### src/sv/wrpp_pkg.sv
// Shared types, codes and constants of the RIFF/WAVE PCM parser.
// Used by every module of the parser; depends on nothing.
`default_nettype none
package wrpp_pkg;

   localparam int FileLenWidth = 32;
   localparam int RspDataWidth = 128;

   localparam logic [31:0] TAG_RIFF = 32'h4646_4952;
   localparam logic [31:0] TAG_WAVE = 32'h4556_4157;
   localparam logic [31:0] TAG_FMT  = 32'h2074_6D66;
   localparam logic [31:0] TAG_DATA = 32'h6174_6164;

   localparam logic [15:0] FMT_PCM = 16'd1;
   localparam logic [4:0]  FMT_BODY_BYTES = 5'd16;

   localparam logic [2:0] STS_OK         = 3'd0;
   localparam logic [2:0] STS_BAD_TAGS   = 3'd1;
   localparam logic [2:0] STS_NO_FMT     = 3'd2;
   localparam logic [2:0] STS_NO_DATA    = 3'd3;
   localparam logic [2:0] STS_NOT_PCM    = 3'd4;
   localparam logic [2:0] STS_ZERO_FIELD = 3'd5;
   localparam logic [2:0] STS_MISALIGNED = 3'd6;
   localparam logic [2:0] STS_BAD_BITS   = 3'd7;

   localparam logic [1:0] SF_UNKNOWN = 2'd0;
   localparam logic [1:0] SF_U8      = 2'd1;
   localparam logic [1:0] SF_S16     = 2'd2;
   localparam logic [1:0] SF_S32     = 2'd3;

   localparam logic KIND_PCM     = 1'b0;
   localparam logic KIND_SUMMARY = 1'b1;

   typedef enum logic [1:0] {
      PH_TAGS,
      PH_HDR,
      PH_BODY,
      PH_STOP
   } phase_type;

   typedef enum logic [1:0] {
      CT_OTHER,
      CT_FMT,
      CT_DATA
   } chunk_kind_type;

   typedef enum logic [1:0] {
      ST_IDLE,
      ST_LAUNCH,
      ST_DIVIDE,
      ST_SUMMARY
   } ctrl_state_type;

   typedef struct packed {
      logic take_item;
      logic load_data;
      logic load_sum;
      logic clear_parse;
      logic div_start;
   } ctrl_cmd_type;

   typedef struct packed {
      logic out_free;
      logic emit_data;
      logic div_busy;
   } dp_status_type;

endpackage
`default_nettype wire

### src/sv/wrpp_rem.sv
// Iterative remainder unit: one quotient bit per cycle over a 32-bit dividend.
// Depends on wrpp_pkg.
`default_nettype none
module wrpp_rem
   import wrpp_pkg::*;
(
   input  wire logic        clock,
   input  wire logic        reset,
   input  wire logic        start,
   input  wire logic [31:0] dividend,
   input  wire logic [15:0] divisor,
   output logic             busy,
   output logic [15:0]      remainder
);

   logic [5:0]  count_ff, count_in;
   logic [31:0] shift_ff, shift_in;
   logic [15:0] div_ff, div_in;
   logic [15:0] rem_ff, rem_in;
   logic [17:0] trial;

   assign trial = {1'b0, rem_ff, shift_ff[31]} - {2'b00, div_ff};

   always_comb begin
      count_in = count_ff;
      shift_in = shift_ff;
      div_in   = div_ff;
      rem_in   = rem_ff;
      if (start) begin
         count_in = 6'd32;
         shift_in = dividend;
         div_in   = divisor;
         rem_in   = '0;
      end else if (count_ff != 6'd0) begin
         count_in = count_ff - 6'd1;
         shift_in = {shift_ff[30:0], 1'b0};
         if (trial[17]) begin
            rem_in = {rem_ff[14:0], shift_ff[31]};
         end else begin
            rem_in = trial[15:0];
         end
      end
   end

   always_ff @(posedge clock) begin
      if (reset) begin
         count_ff <= '0;
      end else begin
         count_ff <= count_in;
      end
      shift_ff <= shift_in;
      div_ff   <= div_in;
      rem_ff   <= rem_in;
   end

   assign busy      = (count_ff != 6'd0);
   assign remainder = rem_ff;

endmodule
`default_nettype wire

### src/sv/wrpp_ctrl.sv
// Controller state machine: item handshake, summary sequencing and divider launch.
// Depends on wrpp_pkg.
`default_nettype none
module wrpp_ctrl
   import wrpp_pkg::*;
(
   input  wire logic     clock,
   input  wire logic     reset,
   input  wire logic     req_valid,
   input  wire logic     req_eof,
   input  dp_status_type dp_status,
   output logic          req_ready,
   output ctrl_cmd_type  cmd,
   output ctrl_state_type state
);

   ctrl_state_type state_ff, state_in;
   logic           accept;

   assign accept = req_valid && req_ready;

   always_comb begin
      state_in = state_ff;
      case (state_ff)
         ST_IDLE: begin
            if (accept && req_eof) begin
               state_in = ST_LAUNCH;
            end
         end
         ST_LAUNCH: begin
            state_in = ST_DIVIDE;
         end
         ST_DIVIDE: begin
            if (!dp_status.div_busy) begin
               state_in = ST_SUMMARY;
            end
         end
         ST_SUMMARY: begin
            if (dp_status.out_free) begin
               state_in = ST_IDLE;
            end
         end
         default: begin
            state_in = ST_IDLE;
         end
      endcase
   end

   always_comb begin
      req_ready = 1'b0;
      cmd       = '0;
      case (state_ff)
         ST_IDLE: begin
            req_ready     = dp_status.out_free;
            cmd.take_item = accept;
            cmd.load_data = accept && dp_status.emit_data;
         end
         ST_LAUNCH: begin
            cmd.div_start = 1'b1;
         end
         ST_DIVIDE: begin
         end
         ST_SUMMARY: begin
            cmd.load_sum    = dp_status.out_free;
            cmd.clear_parse = dp_status.out_free;
         end
         default: begin
         end
      endcase
   end

   always_ff @(posedge clock) begin
      if (reset) begin
         state_ff <= ST_IDLE;
      end else begin
         state_ff <= state_in;
      end
   end

   assign state = state_ff;

endmodule
`default_nettype wire

### src/sv/wrpp_dpath.sv
// Datapath: chunk walker registers, fmt field capture, summary checks and output register.
// Depends on wrpp_pkg and wrpp_rem.
`default_nettype none
module wrpp_dpath
   import wrpp_pkg::*;
(
   input  wire logic                    clock,
   input  wire logic                    reset,
   input  wire logic                    csr_wr_en,
   input  wire logic [FileLenWidth-1:0] csr_wr_data,
   input  wire logic [7:0]              file_byte,
   input  ctrl_cmd_type                 cmd,
   output dp_status_type                dp_status,
   input  wire logic                    rsp_ready,
   output logic                         rsp_valid,
   output logic [RspDataWidth-1:0]      rsp_data,
   output logic                         rsp_kind,
   output logic                         rsp_last
);

   logic [31:0]    file_len_ff, file_len_in;
   logic [31:0]    pos_ff, pos_in;
   phase_type      phase_ff, phase_in;
   logic [31:0]    tag_ff, tag_in;
   logic [31:0]    size_ff, size_in;
   logic [32:0]    remain_ff, remain_in;
   chunk_kind_type ctype_ff, ctype_in;
   logic [4:0]     body_idx_ff, body_idx_in;
   logic           header_ok_ff, header_ok_in;
   logic           seen_fmt_ff, seen_fmt_in;
   logic           seen_data_ff, seen_data_in;
   logic [15:0]    fmt_tag_ff, fmt_tag_in;
   logic [15:0]    chan_ff, chan_in;
   logic [31:0]    rate_ff, rate_in;
   logic [15:0]    blk_ff, blk_in;
   logic [15:0]    bits_ff, bits_in;
   logic [31:0]    data_size_ff, data_size_in;

   logic           rsp_valid_ff, rsp_valid_in;
   logic [125:0]   rsp_data_ff, rsp_data_in;
   logic           rsp_kind_ff, rsp_kind_in;
   logic           rsp_last_ff, rsp_last_in;

   logic           active;
   logic           div_busy;
   logic [15:0]    remainder;
   logic [2:0]     sum_status;
   logic [1:0]     sum_format;

   assign active = (pos_ff < file_len_ff);

   wrpp_rem u_rem (
      .clock     (clock),
      .reset     (reset),
      .start     (cmd.div_start),
      .dividend  (data_size_ff),
      .divisor   (blk_ff),
      .busy      (div_busy),
      .remainder (remainder)
   );

   always_comb begin
      logic [31:0] tag_next;
      logic [31:0] size_next;
      logic [32:0] avail;
      logic [32:0] padded;

      file_len_in  = file_len_ff;
      pos_in       = pos_ff;
      phase_in     = phase_ff;
      tag_in       = tag_ff;
      size_in      = size_ff;
      remain_in    = remain_ff;
      ctype_in     = ctype_ff;
      body_idx_in  = body_idx_ff;
      header_ok_in = header_ok_ff;
      seen_fmt_in  = seen_fmt_ff;
      seen_data_in = seen_data_ff;
      fmt_tag_in   = fmt_tag_ff;
      chan_in      = chan_ff;
      rate_in      = rate_ff;
      blk_in       = blk_ff;
      bits_in      = bits_ff;
      data_size_in = data_size_ff;

      tag_next  = {file_byte, tag_ff[31:8]};
      size_next = {file_byte, size_ff[31:8]};
      avail     = {1'b0, file_len_ff} - {1'b0, pos_ff} - 33'd1;
      padded    = {1'b0, size_next} + {32'd0, size_next[0]};

      if (csr_wr_en) begin
         file_len_in = csr_wr_data;
      end

      if (cmd.take_item && pos_ff != '1) begin
         pos_in = pos_ff + 32'd1;
      end

      if (cmd.take_item && active) begin
         case (phase_ff)
            PH_TAGS: begin
               tag_in = tag_next;
               if (pos_ff == 32'd3 && tag_next != TAG_RIFF) begin
                  header_ok_in = 1'b0;
                  phase_in     = PH_STOP;
               end else if (pos_ff == 32'd11) begin
                  if (tag_next != TAG_WAVE) begin
                     header_ok_in = 1'b0;
                     phase_in     = PH_STOP;
                  end else begin
                     phase_in  = PH_HDR;
                     remain_in = 33'd8;
                  end
               end
            end
            PH_HDR: begin
               if (remain_ff > 33'd4) begin
                  tag_in = tag_next;
               end else begin
                  size_in = size_next;
               end
               remain_in = remain_ff - 33'd1;
               if (remain_ff == 33'd1) begin
                  if ({1'b0, size_next} > avail) begin
                     phase_in = PH_STOP;
                  end else begin
                     ctype_in    = CT_OTHER;
                     body_idx_in = '0;
                     if (tag_ff == TAG_FMT && size_next >= 32'd16) begin
                        ctype_in    = CT_FMT;
                        seen_fmt_in = 1'b1;
                     end else if (tag_ff == TAG_DATA) begin
                        ctype_in     = CT_DATA;
                        seen_data_in = 1'b1;
                        data_size_in = size_next;
                     end
                     if (padded == 33'd0) begin
                        phase_in  = PH_HDR;
                        remain_in = 33'd8;
                     end else begin
                        phase_in  = PH_BODY;
                        remain_in = padded;
                     end
                  end
               end
            end
            PH_BODY: begin
               if (ctype_ff == CT_FMT && body_idx_ff < FMT_BODY_BYTES) begin
                  case (body_idx_ff[3:0])
                     4'd0:  fmt_tag_in[7:0]   = file_byte;
                     4'd1:  fmt_tag_in[15:8]  = file_byte;
                     4'd2:  chan_in[7:0]      = file_byte;
                     4'd3:  chan_in[15:8]     = file_byte;
                     4'd4:  rate_in[7:0]      = file_byte;
                     4'd5:  rate_in[15:8]     = file_byte;
                     4'd6:  rate_in[23:16]    = file_byte;
                     4'd7:  rate_in[31:24]    = file_byte;
                     4'd12: blk_in[7:0]       = file_byte;
                     4'd13: blk_in[15:8]      = file_byte;
                     4'd14: bits_in[7:0]      = file_byte;
                     4'd15: bits_in[15:8]     = file_byte;
                     default: begin
                     end
                  endcase
               end
               if (body_idx_ff < FMT_BODY_BYTES) begin
                  body_idx_in = body_idx_ff + 5'd1;
               end
               remain_in = remain_ff - 33'd1;
               if (remain_ff == 33'd1) begin
                  phase_in  = PH_HDR;
                  remain_in = 33'd8;
               end
            end
            PH_STOP: begin
            end
            default: begin
            end
         endcase
      end

      if (cmd.clear_parse) begin
         pos_in       = '0;
         phase_in     = PH_TAGS;
         tag_in       = '0;
         size_in      = '0;
         remain_in    = '0;
         ctype_in     = CT_OTHER;
         body_idx_in  = '0;
         header_ok_in = 1'b1;
         seen_fmt_in  = 1'b0;
         seen_data_in = 1'b0;
         fmt_tag_in   = '0;
         chan_in      = '0;
         rate_in      = '0;
         blk_in       = '0;
         bits_in      = '0;
         data_size_in = '0;
      end
   end

   always_comb begin
      if (!header_ok_ff || phase_ff == PH_TAGS) begin
         sum_status = STS_BAD_TAGS;
      end else if (!seen_fmt_ff) begin
         sum_status = STS_NO_FMT;
      end else if (!seen_data_ff) begin
         sum_status = STS_NO_DATA;
      end else if (fmt_tag_ff != FMT_PCM) begin
         sum_status = STS_NOT_PCM;
      end else if (rate_ff == '0 || chan_ff == '0 || blk_ff == '0 ||
                   data_size_ff == '0 || bits_ff == '0) begin
         sum_status = STS_ZERO_FIELD;
      end else if (remainder != '0) begin
         sum_status = STS_MISALIGNED;
      end else if (bits_ff != 16'd8 && bits_ff != 16'd16 && bits_ff != 16'd32) begin
         sum_status = STS_BAD_BITS;
      end else begin
         sum_status = STS_OK;
      end

      sum_format = SF_UNKNOWN;
      if (sum_status == STS_OK) begin
         if (bits_ff == 16'd8) begin
            sum_format = SF_U8;
         end else if (bits_ff == 16'd16) begin
            sum_format = SF_S16;
         end else begin
            sum_format = SF_S32;
         end
      end
   end

   always_comb begin
      rsp_valid_in = rsp_valid_ff;
      rsp_data_in  = rsp_data_ff;
      rsp_kind_in  = rsp_kind_ff;
      rsp_last_in  = rsp_last_ff;
      if (rsp_ready) begin
         rsp_valid_in = 1'b0;
      end
      if (cmd.load_data) begin
         rsp_valid_in = 1'b1;
         rsp_kind_in  = KIND_PCM;
         rsp_last_in  = 1'b0;
         rsp_data_in  = {117'd0, (body_idx_ff == 5'd0), file_byte};
      end else if (cmd.load_sum) begin
         rsp_valid_in = 1'b1;
         rsp_kind_in  = KIND_SUMMARY;
         rsp_last_in  = 1'b1;
         rsp_data_in  = {sum_format, data_size_ff, bits_ff, blk_ff, rate_ff, chan_ff,
                         sum_status, 1'b0, 8'd0};
      end
   end

   always_ff @(posedge clock) begin
      if (reset) begin
         file_len_ff  <= '0;
         pos_ff       <= '0;
         phase_ff     <= PH_TAGS;
         tag_ff       <= '0;
         size_ff      <= '0;
         remain_ff    <= '0;
         ctype_ff     <= CT_OTHER;
         body_idx_ff  <= '0;
         header_ok_ff <= 1'b1;
         seen_fmt_ff  <= 1'b0;
         seen_data_ff <= 1'b0;
         fmt_tag_ff   <= '0;
         chan_ff      <= '0;
         rate_ff      <= '0;
         blk_ff       <= '0;
         bits_ff      <= '0;
         data_size_ff <= '0;
         rsp_valid_ff <= 1'b0;
      end else begin
         file_len_ff  <= file_len_in;
         pos_ff       <= pos_in;
         phase_ff     <= phase_in;
         tag_ff       <= tag_in;
         size_ff      <= size_in;
         remain_ff    <= remain_in;
         ctype_ff     <= ctype_in;
         body_idx_ff  <= body_idx_in;
         header_ok_ff <= header_ok_in;
         seen_fmt_ff  <= seen_fmt_in;
         seen_data_ff <= seen_data_in;
         fmt_tag_ff   <= fmt_tag_in;
         chan_ff      <= chan_in;
         rate_ff      <= rate_in;
         blk_ff       <= blk_in;
         bits_ff      <= bits_in;
         data_size_ff <= data_size_in;
         rsp_valid_ff <= rsp_valid_in;
      end
      rsp_data_ff <= rsp_data_in;
      rsp_kind_ff <= rsp_kind_in;
      rsp_last_ff <= rsp_last_in;
   end

   assign dp_status.out_free  = !rsp_valid_ff || rsp_ready;
   assign dp_status.emit_data = active && phase_ff == PH_BODY && ctype_ff == CT_DATA &&
                                remain_ff > {32'd0, size_ff[0]};
   assign dp_status.div_busy  = div_busy;

   assign rsp_valid = rsp_valid_ff;
   assign rsp_data  = {2'b00, rsp_data_ff};
   assign rsp_kind  = rsp_kind_ff;
   assign rsp_last  = rsp_last_ff;

endmodule
`default_nettype wire

### src/sv/wave_riff_pcm_parser_unit.sv
// Top level of the RIFF/WAVE PCM parser: ties the controller to the datapath.
// Depends on wrpp_pkg, wrpp_ctrl and wrpp_dpath.
//
// Write the file length through csr_wr_en/csr_wr_data while the block is idle, then stream the
// file one byte per item with req_tlast on the final byte. Bytes flow at one per clock while
// the output is drained; data-chunk bytes come out as items with tuser low. The final byte
// starts a summary sequence: a launch state that starts the divider, a remainder division
// of the data size by the block alignment (one quotient bit per cycle) in the divide state,
// which waits for the divider to finish, then the summary state, which loads the summary item
// with tuser and tlast high once the output register is free. No byte is accepted before the
// summary is loaded; parse state clears with that load for the next file.
`default_nettype none
module wave_riff_pcm_parser_unit
   import wrpp_pkg::*;
(
   input  wire logic                    clock,
   input  wire logic                    reset,
   input  wire logic                    csr_wr_en,
   input  wire logic [FileLenWidth-1:0] csr_wr_data,
   input  wire logic                    req_tvalid,
   output logic                         req_tready,
   // Fields from bit 0: file_byte[7:0].
   input  wire logic [7:0]              req_tdata,
   input  wire logic                    req_tlast,
   output logic                         rsp_tvalid,
   input  wire logic                    rsp_tready,
   // Fields from bit 0: pcm_byte[7:0], chunk_start[8], status[11:9], channel_count[27:12],
   // sample_rate[59:28], block_align[75:60], bits_per_sample[91:76], pcm_length[123:92],
   // sample_format[125:124], zero fill[127:126].
   output logic [RspDataWidth-1:0]      rsp_tdata,
   // Fields from bit 0: kind[0].
   output logic                         rsp_tuser,
   output logic                         rsp_tlast
);

   ctrl_cmd_type   cmd;
   dp_status_type  dp_status;
   ctrl_state_type state;

   wrpp_ctrl u_ctrl (
      .clock     (clock),
      .reset     (reset),
      .req_valid (req_tvalid),
      .req_eof   (req_tlast),
      .dp_status (dp_status),
      .req_ready (req_tready),
      .cmd       (cmd),
      .state     (state)
   );

   wrpp_dpath u_dpath (
      .clock       (clock),
      .reset       (reset),
      .csr_wr_en   (csr_wr_en),
      .csr_wr_data (csr_wr_data),
      .file_byte   (req_tdata),
      .cmd         (cmd),
      .dp_status   (dp_status),
      .rsp_ready   (rsp_tready),
      .rsp_valid   (rsp_tvalid),
      .rsp_data    (rsp_tdata),
      .rsp_kind    (rsp_tuser),
      .rsp_last    (rsp_tlast)
   );

   a_no_accept_after_eof: assert property (@(posedge clock) disable iff (reset)
      req_tvalid && req_tready && req_tlast |=> !req_tready)
      else $error("item accepted while the summary is pending");

   a_div_only_in_divide: assert property (@(posedge clock) disable iff (reset)
      dp_status.div_busy |-> state == ST_DIVIDE)
      else $error("remainder unit busy outside the divide state");

   a_summary_after_divide: assert property (@(posedge clock) disable iff (reset)
      cmd.load_sum |-> !dp_status.div_busy && state == ST_SUMMARY)
      else $error("summary loaded before the remainder is ready");

   a_ok_has_format: assert property (@(posedge clock) disable iff (reset)
      rsp_tvalid && rsp_tuser && rsp_tdata[11:9] == STS_OK |-> rsp_tdata[125:124] != SF_UNKNOWN)
      else $error("good summary without a sample format");

   a_last_is_summary: assert property (@(posedge clock) disable iff (reset)
      rsp_tvalid && rsp_tlast |-> rsp_tuser == KIND_SUMMARY)
      else $error("last item is not a summary");

endmodule
`default_nettype wire
### config.mk
export PLATFORM = sky130hd
export DESIGN_NAME = wave_riff_pcm_parser_unit
export DESIGN_NICKNAME = d
export VERILOG_FILES = /design/src/sv/wrpp_pkg.sv /design/src/sv/wrpp_rem.sv /design/src/sv/wrpp_ctrl.sv /design/src/sv/wrpp_dpath.sv /design/src/sv/wave_riff_pcm_parser_unit.sv
export SDC_FILE = /design/constraint.sdc
export NUM_CORES = 1
export LEC_CHECK = 0
export BUFFER_PORTS_ARGS = -buffer_cell sky130_fd_sc_hd__buf_2
export CORE_ASPECT_RATIO = 0.5
export CORE_MARGIN = 2
export CORE_UTILIZATION = 58
export CTS_BUF_LIST = sky130_fd_sc_hd__clkbuf_4 sky130_fd_sc_hd__clkbuf_8
export DETAILED_ROUTE_END_ITERATION = 10
export PLACE_DENSITY = 0.82
export SLEW_MARGIN = 20
export SYNTH_ARGS = -nofsm -noshare
export SYNTH_HDL_FRONTEND = slang
export SYNTH_SLANG_ARGS = --single-unit
### constraint.sdc
create_clock -name clock -period 11.75 [get_ports clock]
set_input_delay 1.175 -clock clock [delete_from_list [all_inputs] [get_ports clock]]
set_output_delay 1.175 -clock clock [all_outputs]
set_load 0.01 [all_outputs]
After elaboration in Yosys (flattened, before gate mapping)
Cells that the tools add are included.
Cells by class
  add/subtract/negate cells: 8
  magnitude comparators: 6
  eq/ne operators: 44
  multiplexer cells: 55
  bitwise logic cells: 3
  reductions and logical operators: 66
Operators by type and width (count)
  2-to-1 mux 33 bit: 7
  case mux 33 bit (3 select lines): 1
  2-to-1 mux 32 bit: 3
  subtractor 33 x 1 -> 33 bit (second input constant): 2
  logical NOT 32 bit: 2
  inequality test 32 x 31 -> 1 bit (second input constant): 2
  case mux 32 bit (2 select lines): 1
  AND reduction 4 bit: 14
  logical NOT 16 bit: 3
  adder 32 x 1 -> 33 bit: 1
  == test 33 x 1 -> 1 bit (second input constant): 1
  > comparator 32 x 33 -> 1 bit: 1
  > comparator 33 x 1 -> 1 bit: 1
  > comparator 33 x 3 -> 1 bit (second input constant): 1
  logical NOT 33 bit: 1
  subtractor 32 x 32 -> 33 bit: 1
  adder 32 x 1 -> 32 bit (second input constant): 1
  == test 32 x 2 -> 1 bit (second input constant): 1
  == test 32 x 30 -> 1 bit (second input constant): 1
  == test 32 x 31 -> 1 bit (second input constant): 1
  == test 32 x 4 -> 1 bit (second input constant): 1
  greater-or-equal comparator 32 x 5 -> 1 bit (second input constant): 1
  < comparator 32 bit: 1
  2-to-1 mux 2 bit: 16
  45 further kinds: 117
Storage, ports and cells
  register bits: 501
  input port bits: 46
  output and inout port bits: 132
  word-level logic and storage cells: 216

Logic depth before layout (Yosys ltp)
  depth in word-level cells: 12
  gate-level depth with buffers: 25
  depth with buffers taken out: 23

Modules after synthesis
Synthesis repeated with hierarchy kept, for this count alone.
Second synthesis, totals
  cells, all modules: 2860
  area total of the unflattened synthesis: 25759.7 um^2
Modules (own cells, without submodules)
  wrpp_dpath: times used 1, cells each 2513, area each 21843.4 um^2, seq. area each 8538.2 um^2
  wrpp_rem: times used 1, cells each 325, area each 3713.6 um^2, seq. area each 1881.8 um^2
  wrpp_ctrl: times used 1, cells each 22, area each 202.7 um^2, seq. area each 40.0 um^2

Worst setup path after synthesis
OpenSTA, ideal clock, no wires.
  path kind: register -> register
  start point: register u_dpath.pos_ff[1]
  end point: register u_dpath.remain_ff[10]
  library setup time: 75 ps
  arrival time: 5391 ps
  required time: 11675 ps
  slack: 6285 ps
  cell stages (with the launch flop): 22
  cells stage by stage: dfxtp_1 inv_1 ha_1 a211oi_1 o21ai_0 a21bo_2 a2111oi_0 o21ai_0 nand4_1 nand4b_1 a21oi_1 xnor2_1 ha_1 nand4_1 nor4_1 nand2_1 and4b_1 and4_1 nor4_1 nor2_1 or4_1 a31oi_1
Between the ends
  word-level cells in the longest chain between the ends: 6
  elaborated cells between the ends (all ways): 14
  classes of those cells: add/sub (2); order compare (2); eq/ne (4); mux (3); reduce/logical (3)
RTL lines
  start: declaration: line wrpp_dpath.sv:22  | logic [31:0] pos_ff, pos_in;
  start signal: assignment: line wrpp_dpath.sv:278  | pos_ff <= pos_in;
  subtractor 32 x 32 -> 33 bit: line wrpp_dpath.sv:88  | avail = {1'b0, file_len_ff} - {1'b0, pos_ff} - 33'd1;
  subtractor 33 x 1 -> 33 bit: line wrpp_dpath.sv:88
  > comparator 32 x 33 -> 1 bit: line wrpp_dpath.sv:124  | if ({1'b0, size_next} > avail) begin
  2-to-1 mux 33 bit: line wrpp_dpath.sv:124
  2-to-1 mux 33 bit: line wrpp_dpath.sv:123  | if (remain_ff == 33'd1) begin
  case mux 33 bit (3 select lines): line wrpp_dpath.sv:100  | case (phase_ff)
  end signal: assignment: line wrpp_dpath.sv:282  | remain_ff <= remain_in;
  end: declaration: line wrpp_dpath.sv:26  | logic [32:0] remain_ff, remain_in;
Parallel ways exist; a longest one is shown, timed or not.
A chain may end at the register's enable or synchronous reset.

Worst setup path in the final report
  start point: register u_dpath.pos_ff[3]
  end point: register u_dpath.remain_ff[6]
Same word-level chain as after synthesis.

==> metrics.md <==
| Metric | Value |
|---|---|
| Status | finished, final reports clean |
| Post-synth EDFFs | 57 |
| Total negative slack | 0 ns |
| CTS resizes | 0 |
| Leakage | 11.21 nW |
| Period utilization | 53.65% |
| Rel. slew slack | 25.48% |
| # nets final | 3288 |
| Syn avg cell area | 8.355 um2 |
| Vias per cell | 6.097 |
| Max VDD drop | 130.8 uV |
| First-pass GRT wire length | 113100 um |
| Required @ worst endpoint | 12.31 ns |
| WL/cell | 18.99 um |
| WP data arrival | 6.86 ns |
| Clk_skew | 0.03160 ns |
| Synthesis-to-finish area growth | 9.750% |
| Core area | 43380 um2 |
| Combinational group share of total power | 25.9% |
| Startpoint Class | flop |
| Row count | 54 |
| Die X | 299.9 um |
| Half-perimeter wire length after placement | 47840 um |
| Design Area, Final | 27860 um2 |
| CTS Buf Count | 71 |
| Yosys top cell area share | 34.47% |
| Hold Path Class | reg -> reg |
| Setup bufs post-CTS | 0 |
| Slew Viols, Final | 0 |
| Share of cells above drive strength 1 | 12.37% |
| Reg-to-reg startpoint | u_dpath.pos_ff[3] |
| Warnings from Yosys | 0 |
| Sequential group share of total power | 43.1% |
| Element type at the critical path end | flop |
| Largest net degree at the start of global routing | 215 |
| Io pins | 178 |
| FF-to-FF setup slack | 5.45 ns |
| All-Layer GR Usage | 30.37% |
| Worst reg2reg path depth | 21 |
| Main flop type after synthesis | dfxtp_1 |
| Starting DRT DRC Count | 2286 |
| Fill count | 3574 |
| Post-layout util | 64.22% |
| Clk sinks | 494 |
| Total die area | 45550 um2 |
| Final total power | 4.627 mW |
| Synthesis-stage register bit count | 494 |
| CTS H-tree depth | 3 |
| Cell taking the most area after synthesis | dfxtp_1 |
| Post-route antenna net violation count | 0 |
| Clock buffer depth | 3 |
| Min Clock Period, post-route | 6.303 ns |
| Mapped cell area | 25380 um2 |
| Cts hold-fix bufs | 0 |
| DR pass1 iterations | 6 |
| Synth area leaders | dfxtp_1 (34%), nand2_1 (7.3%), edfxtp_1 (6.7%) |
| Worst r2r dst | u_dpath.remain_ff[6] |
| Clock latency on the worst-skew pair | 0.68 ns |
| Die Height | 151.9 um |
| Seq/Total Area, Yosys | 41.21% |
| Crit path to | u_dpath.remain_ff[6] |
| Placed inst area | 26380 um2 |
| Fmax | 0.1586 GHz |
| DRC viols | 0 |
| Internal power | 3.100 mW |
| Final setup viols | 0 |
| Crit Path Class | reg -> reg |
| Sw Pwr | 1.527 mW |
| Initial core utilization | 58.52% |
| Commonest cells in the netlist | nand2_1 (493), dfxtp_1 (437), a21oi_1 (338), nor2_1 (224), nand3_1 (152) |
| Switching Share | 33.00% |
| Max cap viols | 0 |
| Slew @ Worst Pin | 1.118 ns |
| Initial antenna violation count | 1 |
| Crit Path Max Fanout | 21 |
| Routability-driven placement congestion ratio | 0.9830 |
| Clk network pwr share | 30.9% |
| Grt total ovfl | 0 |
| RSZ-0062 raised after global routing | no |
| CP Launch Point | u_dpath.pos_ff[3] |
| Final hold vios | 0 |
| Total wire length | 71220 um |
| Routed via count | 22870 |
| CTS tree | built |
| Vias in the first global route | 21602 |
| Most common cell in the synthesized netlist | nand2_1 |
| Input/output buffers | 175 |
| Clock root cell | clkbuf_8 |
| Power density over the cells | 166.1 nW/um2 |
| FFs w/ async S/R, synth | 0% |
| Clock-pin slew on the worst setup and hold paths | 0.07 ns |
| Post-synthesis cell type count | 100 |
| Post-synthesis cell count | 3038 |
[cells by family after synthesis]
| family | share of synthesized area (%) |
|---|---|
| simple gates | 23.53 |
| compound gates | 14.22 |
| flops | 41.21 |
| buf+inv | 5.186 |
| mux | 5.595 |
| fa+ha+maj | 6.664 |
| xor+xnor | 3.589 |
| other cells | 0.01477 |
[layer usage]
layer  part of all wire (%)  wire length [um]  global-route usage [%]  vias to the layer above
li1                       -                 -                       -                    10834
met1                     41             29490                   40.32                    10834
met2                     46             32720                   48.74                      994
met3                    8.9              6360                   6.120                      208
met4                    3.7              2653                   12.02                        0
met5                      0                 0                       0                        -
[placed cells by master, fill, tap and decap left out, types with 10 or more instances in the layout]
cell type	netlist	final
dfxtp_1	437	437
o211ai_1	11	11
a22oi_1	13	13
and2_1	23	22
nand2_1	493	492
nand3_1	152	152
o21ai_1	10	10
or3_1	28	28
a21oi_1	338	338
o21ai_0	57	57
clkbuf_4	0	22
edfxtp_1	57	57
mux2_2	31	31
and3_1	15	15
and4_1	14	14
a31oi_1	20	20
a211oi_1	14	14
nor2_1	224	224
nor4_1	75	75
mux2i_1	107	107
nand4_1	55	55
xor2_1	28	28
a21o_1	16	16
buf_2	23	175
buf_4	9	22
nor3_1	56	56
nor2b_1	11	11
or4_1	17	17
nand2b_1	15	14
o21a_1	14	14
clkbuf_8	0	83
ha_1	132	131
xnor2_1	76	76
inv_1	129	129
[flip-flops by register name, summed over array words and instances, names as in the netlist, 2 cells and up]
signal,cells
u_dpath.phase_ff,2
u_dpath.remain_ff,33
u_dpath.ctype_ff,2
u_dpath.u_rem.remainder,16
u_dpath.size_ff,25
u_dpath.u_rem.count_ff,6
u_dpath.pos_ff,32
u_dpath.rsp_data_ff,126
u_dpath.data_size_ff,32
u_dpath.u_rem.div_ff,16
u_ctrl.state,2
u_dpath.blk_ff,16
u_dpath.rate_ff,32
u_dpath.chan_ff,16
u_dpath.u_rem.shift_ff,32
u_dpath.bits_ff,16
u_dpath.body_idx_ff,5
u_dpath.file_len_ff,32
u_dpath.fmt_tag_ff,16
u_dpath.tag_ff,32
[stage by stage]
stage / instances / setup slack (ns) / hold slack [ns]
2_1_floorplan: 3039 / 6.285 / 0.4225
3_3_place_gp: 3623 / 5.758 / 0.4361
3_5_place_dp: 3623 / 5.645 / 0.4424
4_1_cts: 3750 / 5.581 / 0.4516
5_1_grt: 3751 / 4.986 / 0.4681
6_report: 3751 / 5.447 / 0.4499
[how the worst min path moves through the flow]
stage / from / slack (ns) / end / cells after the start
after floorplan: u_dpath.header_ok_ff / 0.42 / u_dpath.header_ok_ff / 2
after global placement: u_dpath.header_ok_ff / 0.44 / u_dpath.header_ok_ff / 2
after detailed placement: u_dpath.header_ok_ff / 0.44 / u_dpath.header_ok_ff / 2
after CTS: u_dpath.header_ok_ff / 0.45 / u_dpath.header_ok_ff / 2
after global routing: u_dpath.rsp_data_ff[68] / 0.47 / u_dpath.rsp_data_ff[68] / 2
final: u_dpath.rsp_data_ff[42] / 0.45 / u_dpath.rsp_data_ff[42] / 2
[final cells by class]
class	instances	area [um2]	area share, %
diodes	1	2.502	0.008983
clock buffers	105	1308	4.693
clock inverters	22	163.9	0.5884
inverters	130	488.0	1.752
multi-input cells	2213	13640	48.96
flip-flops and latches	494	10460	37.55
well taps	588	735.7	2.641
repair buffers	198	1061	3.809
[power by group through the flow]
stage / clock network [mW] / logic [mW] / registers (mW)
2_1_floorplan: 0 / 0.931 / 2.00
3_3_place_gp: 0 / 1.14 / 2.02
3_5_place_dp: 0 / 1.17 / 2.03
4_1_cts: 1.45 / 1.18 / 1.99
5_1_grt: 1.52 / 1.32 / 2.01
6_report: 1.43 / 1.20 / 2.00
[worst max-delay path: stages (launching register included)]
cell and delay [ns]:
dfxtp_1 0.49, inv_1 0.18, ha_1 0.29, nor4_1 0.28, o21ai_0 0.15, a21bo_2 0.26
a2111oi_0 0.43, buf_4 0.21, o21ai_0 0.16, nand4_1 0.14, nand4b_1 0.10, a21oi_1 0.20
xnor2_1 0.09, ha_1 0.27, nand4_1 0.17, nor4_1 0.40, o311ai_0 0.23, and4_1 0.30
nor4_1 0.76, or2_1 0.68, a21boi_1 0.14, a221oi_1 0.27
No activity file was read; power rests on OpenSTA's default activity.
